## src/rtl/core/mma_pkg.sv

```systemverilog
package mma_pkg;

    // Storage geometry. Both matrices and the accumulator use a square
    // MAX_DIM x MAX_DIM store addressed as row * MAX_DIM + col.
    localparam int MAX_DIM = 16;
    localparam int DIM_W   = $clog2(MAX_DIM);
    localparam int CNT_W   = $clog2(MAX_DIM + 1);
    localparam int DEPTH   = MAX_DIM * MAX_DIM;
    localparam int ADDR_W  = $clog2(DEPTH);

    // Word widths of the ports.
    localparam int FUNC_W    = 3;
    localparam int IDX_W     = 4;
    localparam int AB_W      = 16;
    localparam int C_W       = 48;
    localparam int PROD_W    = 2 * AB_W;
    localparam int CFG_W     = 5;
    localparam int CFG_IDX_W = 2;

    // Function codes of a command word.
    localparam logic [FUNC_W-1:0] FUNC_WRITE_A = FUNC_W'(0);
    localparam logic [FUNC_W-1:0] FUNC_WRITE_B = FUNC_W'(1);
    localparam logic [FUNC_W-1:0] FUNC_WRITE_C = FUNC_W'(2);
    localparam logic [FUNC_W-1:0] FUNC_COMPUTE = FUNC_W'(3);
    localparam logic [FUNC_W-1:0] FUNC_READ_C  = FUNC_W'(4);

    // Configuration register indexes.
    localparam logic [CFG_IDX_W-1:0] CFG_ROWS_A    = CFG_IDX_W'(0);
    localparam logic [CFG_IDX_W-1:0] CFG_INNER_DIM = CFG_IDX_W'(1);
    localparam logic [CFG_IDX_W-1:0] CFG_COLS_B    = CFG_IDX_W'(2);

    localparam logic [CFG_W-1:0] CFG_RESET = CFG_W'(16);

    // Saturation limits of the Q24.24 accumulator.
    localparam logic signed [C_W-1:0] C_MAX = {1'b0, {(C_W - 1){1'b1}}};
    localparam logic signed [C_W-1:0] C_MIN = {1'b1, {(C_W - 1){1'b0}}};

    // Tag that travels with each multiply-accumulate step.
    typedef struct packed {
        logic              valid;
        logic              first;
        logic              last;
        logic [ADDR_W-1:0] addr;
    } mac_tag_t;

    // Write-back and status from the multiply-accumulate unit.
    typedef struct packed {
        logic                    active;
        logic                    wr_en;
        logic [ADDR_W-1:0]       wr_addr;
        logic signed [C_W-1:0]   wr_data;
        logic                    sat;
    } mac_out_t;

    // A dimension register above MAX_DIM acts as MAX_DIM.
    function automatic logic [CNT_W-1:0] clamp_dim(input logic [CFG_W-1:0] d);
        logic [CNT_W-1:0] r;
        if (32'(d) > 32'(MAX_DIM))
        begin
            r = CNT_W'(MAX_DIM);
        end
        else
        begin
            r = CNT_W'(d);
        end
        return r;
    endfunction

    // Linear store address of an element.
    function automatic logic [ADDR_W-1:0] mem_addr(input logic [DIM_W-1:0] r,
                                                   input logic [DIM_W-1:0] c);
        return ADDR_W'(r) * ADDR_W'(MAX_DIM) + ADDR_W'(c);
    endfunction

endpackage

```

## src/rtl/core/mma_mac.sv

```systemverilog
module mma_mac (
    input  logic                               clk,
    input  logic                               rst_n,
    input  mma_pkg::mac_tag_t                  tag,
    input  logic signed [mma_pkg::AB_W-1:0]    a_data,
    input  logic signed [mma_pkg::AB_W-1:0]    b_data,
    input  logic signed [mma_pkg::C_W-1:0]     c_base,
    output mma_pkg::mac_out_t                  mac_out
);
    import mma_pkg::*;

    mac_tag_t                 tag2_reg;
    logic signed [PROD_W-1:0] prod_reg;
    logic signed [C_W-1:0]    base_reg;
    logic signed [C_W-1:0]    acc_reg;
    logic signed [C_W-1:0]    acc_in;
    logic signed [C_W:0]      sum;
    logic                     ovf;
    logic signed [C_W-1:0]    acc_sat;

    // Tag follows the product stage.
    always_ff @(posedge clk or negedge rst_n)
    begin
        if (!rst_n)
        begin
            tag2_reg <= '0;
        end
        else
        begin
            tag2_reg <= tag;
        end
    end

    // Product register, starting value of C and running sum.
    always_ff @(posedge clk)
    begin
        prod_reg <= a_data * b_data;
        base_reg <= c_base;
        if (tag2_reg.valid)
        begin
            acc_reg <= acc_sat;
        end
    end

    // One saturating add per step; the first step starts from the stored C.
    always_comb
    begin
        acc_in  = tag2_reg.first ? base_reg : acc_reg;
        sum     = (C_W + 1)'(acc_in) + (C_W + 1)'(prod_reg);
        ovf     = sum[C_W] ^ sum[C_W-1];
        acc_sat = ovf ? (sum[C_W] ? C_MIN : C_MAX) : sum[C_W-1:0];
    end

    // Write back the element after its last step.
    always_comb
    begin
        mac_out.active  = tag2_reg.valid;
        mac_out.wr_en   = tag2_reg.valid & tag2_reg.last;
        mac_out.wr_addr = tag2_reg.addr;
        mac_out.wr_data = acc_sat;
        mac_out.sat     = tag2_reg.valid & ovf;
    end

endmodule
```

## config.mk

```make
export PLATFORM = sky130hd
export DESIGN_NAME = mma_mac
export DESIGN_NICKNAME = d
export VERILOG_FILES = /design/src/rtl/core/mma_pkg.sv /design/src/rtl/core/mma_mac.sv
export SDC_FILE = /design/constraint.sdc
export NUM_CORES = 1
export LEC_CHECK = 0
export ABC_AREA = 1
export BUFFER_PORTS_ARGS = -buffer_cell sky130_fd_sc_hd__buf_2
export CAP_MARGIN = 40
export CORE_AREA = 2 2 211 213
export DETAILED_ROUTE_END_ITERATION = 8
export DIE_AREA = 0 0 213 215
export HOLD_SLACK_MARGIN = 0.06
export PLACE_DENSITY = 0.63
export REMOVE_ABC_BUFFERS = 1
export SLEW_MARGIN = 20
export SYNTH_ARGS = -nofsm -noshare
export SYNTH_HDL_FRONTEND = slang
export SYNTH_SLANG_ARGS = --single-unit
```

## constraint.sdc

```tcl
create_clock -name clk -period 4.2 [get_ports clk]
set_clock_uncertainty 0.1 [all_clocks]
set_input_delay 1.26 -clock clk [delete_from_list [all_inputs] [get_ports clk]]
set_output_delay 1.26 -clock clk [all_outputs]
set_load 0.01 [all_outputs]
```

==> flow_metrics.env <==
export IMPL_ys_async_sr_fraction_pct=7.91
export IMPL_cp_end_kind="register"
export IMPL_grt_max_degree=39
export IMPL_nets=3514
export IMPL_post_route_period_util_pct=141
export IMPL_portBuffers=151
export IMPL_fin_crit_ns=5.94
export IMPL_die_w_um=213
export IMPL_syn_inst=2375
export IMPL_cts_root_buf="clkbuf_16"
export IMPL_crit_chain="buf_12, buf_8, buf_4, nand2_1, inv_1, fa_1, fa_1, fa_1, fa_1, fa_1, inv_1, fa_1, inv_1, ha_4, a21oi_2, o21ai_2, a21oi_2, buf_4, o211ai_1, a21oi_1, xor2_1"
export IMPL_start_util_pct=42.4
export IMPL_synth_ff_type="dfxtp_1"
export IMPL_drv_slew=0
export IMPL_grt_pass1_wl_um=98500
export IMPL_syn_area_um2=18500
export IMPL_critical_path_class="in -> reg"
export IMPL_endpoint="prod_reg[31]$_DFF_P_"
export IMPL_reg2reg_from="tag2_reg[9]$_DFF_PN0_"
export IMPL_critical_path_slowest_cell="fa_1"
export IMPL_post_drt_wl_per_cell_um=18.1
export IMPL_r2r_end="acc_reg[14]$_DFFE_PP_"
export IMPL_yosysUniqueCellTypes=42
export IMPL_dp_hpwl_um=46600
export IMPL_antenna_found_initial=1
export IMPL_outcome="finished, violations left"
export IMPL_cts_sinks=139
export IMPL_die_h_um=215
export IMPL_startpoint="a_data[7]"
export IMPL_cp_depth=21
export IMPL_grt_pass1_vias=19300
export IMPL_layout_commonest_cell="inv_1"
export IMPL_dieArea_um2=45800
export IMPL_worstPathArrival_ns=6.20
export IMPL_first_pass_iters=7
export IMPL_track_usage_pct=27.3
export IMPL_cts_clk_slew_worst_paths_ns=0.07
export IMPL_routabilityCongestion=0.946
export IMPL_layout_common_cells="491 x inv_1, 454 x buf_4, 442 x nand2_1"
export IMPL_core_area_um2=43600
export IMPL_crit_path_max_incr_delay_ns=0.55
export IMPL_min_path_type="in -> async"
export IMPL_critPathLaunchType="input pin"
export IMPL_finalSetupViolCount=75
export IMPL_num_vias=18100
export IMPL_path_delay_family="adder cells"
export IMPL_ys_seq_area_share_pct=17.9
export IMPL_ys_ff_latch=139
export IMPL_hold_viol_final=0
export IMPL_reg2regPathDepth=22
export IMPL_fmax_mhz=168
export IMPL_synth_edf_count=48
export IMPL_viasPerCell=4.99
export IMPL_crit_fanout=6
export IMPL_wl_um=65600
export IMPL_crit_required_ns=4.46
export IMPL_drt_iter0_markers=976
export IMPL_cts_buffers=17
export IMPL_cts_max_level=4
export IMPL_worst_pin_slew_ns=0.564
export IMPL_drc=0
export IMPL_io_pins=152
export IMPL_syn_to_final_growth_pct=57.5
export IMPL_grt_overflow=0
export IMPL_path_buf_inv=7
export IMPL_cts_tree="yes"
export IMPL_ant_nets=0
export IMPL_drive_gt1_share_pct=45.4
export IMPL_rsz0062_at_grt="yes"
export IMPL_slew_headroom_pct=62.4
export IMPL_clockBufferDepth=2
export IMPL_instances_no_fill=3633
export IMPL_yosysWarnings=0
export IMPL_violations="negative setup slack"
export IMPL_cp_common_cell="fa_1"
export IMPL_reg2reg_slack_ns=0.61
export IMPL_std_cell_rows=77
export IMPL_synth_avg_cell_area_um2=7.79
export IMPL_postCtsHoldBufs=0
export IMPL_worstSkewPairLatency_ns=0.44
export IMPL_cap_violations=0
export IMPL_dp_cells=3487
export IMPL_setup_slack_ns=-1.74
export IMPL_diodes=0
[how the worst min path moves through the flow]
| stage | start | endpoint | slack, ns | cells past startpoint |
|---|---|---|---|---|
| final | rst_n | mac_out[49]$_DFF_PN0_ | 0.58 | 1 |
| after global routing | rst_n | mac_out[49]$_DFF_PN0_ | 0.58 | 1 |
| after CTS | rst_n | mac_out[52]$_DFF_PN0_ | 0.58 | 1 |
| after detailed placement | prod_reg[0]$_DFF_P_ | acc_reg[0]$_DFFE_PP_ | 0.58 | 3 |
| after global placement | prod_reg[0]$_DFF_P_ | acc_reg[0]$_DFFE_PP_ | 0.58 | 3 |
| after floorplan | prod_reg[0]$_DFF_P_ | acc_reg[0]$_DFFE_PP_ | 0.58 | 3 |
[worst register-to-register path: cells and delay by family (launching register included)]
family	cells	cell delay, ns
AND/OR/NAND/NOR	10	0.83
multiplexers	1	0.32
AO/OA/AOI/OAI	2	0.20
buffers and inverters	8	1.21
adder cells (fa/ha/maj)	1	0.25
flip-flops	1	0.45
[Yosys cell counts, types with 3 or more instances]
cell type	n	area [um^2]
clkbuf_1	59	221
a21oi_2	3	26.3
a21o_1	3	22.5
o21ai_1	7	35.0
nand2_1	618	2320
a21oi_1	85	425
nor2_4	3	33.8
buf_6	3	33.8
buf_4	12	90.1
nand2_2	17	106
mux2_2	47	529
fa_1	263	5270
nand4_1	28	175
o21ai_0	50	250
buf_2	3	15.0
nand3_1	55	275
nor3_1	20	100
edfxtp_1	48	1440
xnor2_1	34	298
nor2_2	4	25.0
inv_2	13	48.8
nor2_1	127	477
dfxtp_1	80	1600
inv_1	570	2140
or2_2	3	18.8
dfrtp_1	11	275
o21bai_1	21	158
ha_1	130	1630
xor2_1	34	298
buf_1	5	18.8
a31oi_1	5	31.3
[per-layer routing]
metal  GRT usage (%)  wire length, um
met1            33.6            26000
met2            48.6            33100
met3            3.19             3280
met4            10.8             3160
met5               0               10
[logic make-up (layout without fill, tap and decap cells)]
kind of cell | Yosys count | after routing | synth area share, %
flip-flops | 139 | 139 | 17.9
buffers and inverters | 665 | 1331 | 13.9
AND/OR/NAND/NOR | 882 | 882 | 19.4
multiplexers | 47 | 47 | 2.86
XOR/XNOR | 68 | 68 | 3.22
AO/OA/AOI/OAI | 181 | 181 | 5.42
adder cells (fa/ha/maj) | 393 | 393 | 37.3
[stage by stage]
stage	TNS, ns	util (%)	worst slack, ns	hold WS, ns	cell area [um^2]
after floorplan	-83.45	-	-2.01	0.583	18100
after global placement	-64.54	53.1	-2.34	0.585	23200
after detailed placement	-67.21	53.1	-2.45	0.578	23200
after CTS	-65.79	62.6	-1.57	0.577	27300
after global routing	-81.37	66.7	-1.94	0.580	29100
final	-74.53	66.7	-1.74	0.576	29100
[area by class of cell]
cell class                      instances  area (um^2)
Clock buffer                           18          429
Clock inverter                         14          151
Fill cell                            3190        14500
Inverter                              583         2210
Multi-Input combinational cell       1571        15800
Sequential cell                       139         3320
Tap cell                              592          741
Timing Repair Buffer                  716         6490
[timing repair]
item | 4_1_cts | 5_1_grt
endpoints found under the setup margin | 75 | 76
endpoints found under the hold margin | 0 | 0
buffers inserted | 67 | 46
pin swaps | 158 | 189
gates resized for setup | 639 | 395
cloned | 15 | 6
Power is left out: the tool's default activity adds up to more than one toggle a clock period on the data nets, which glitch-free logic cannot reach.
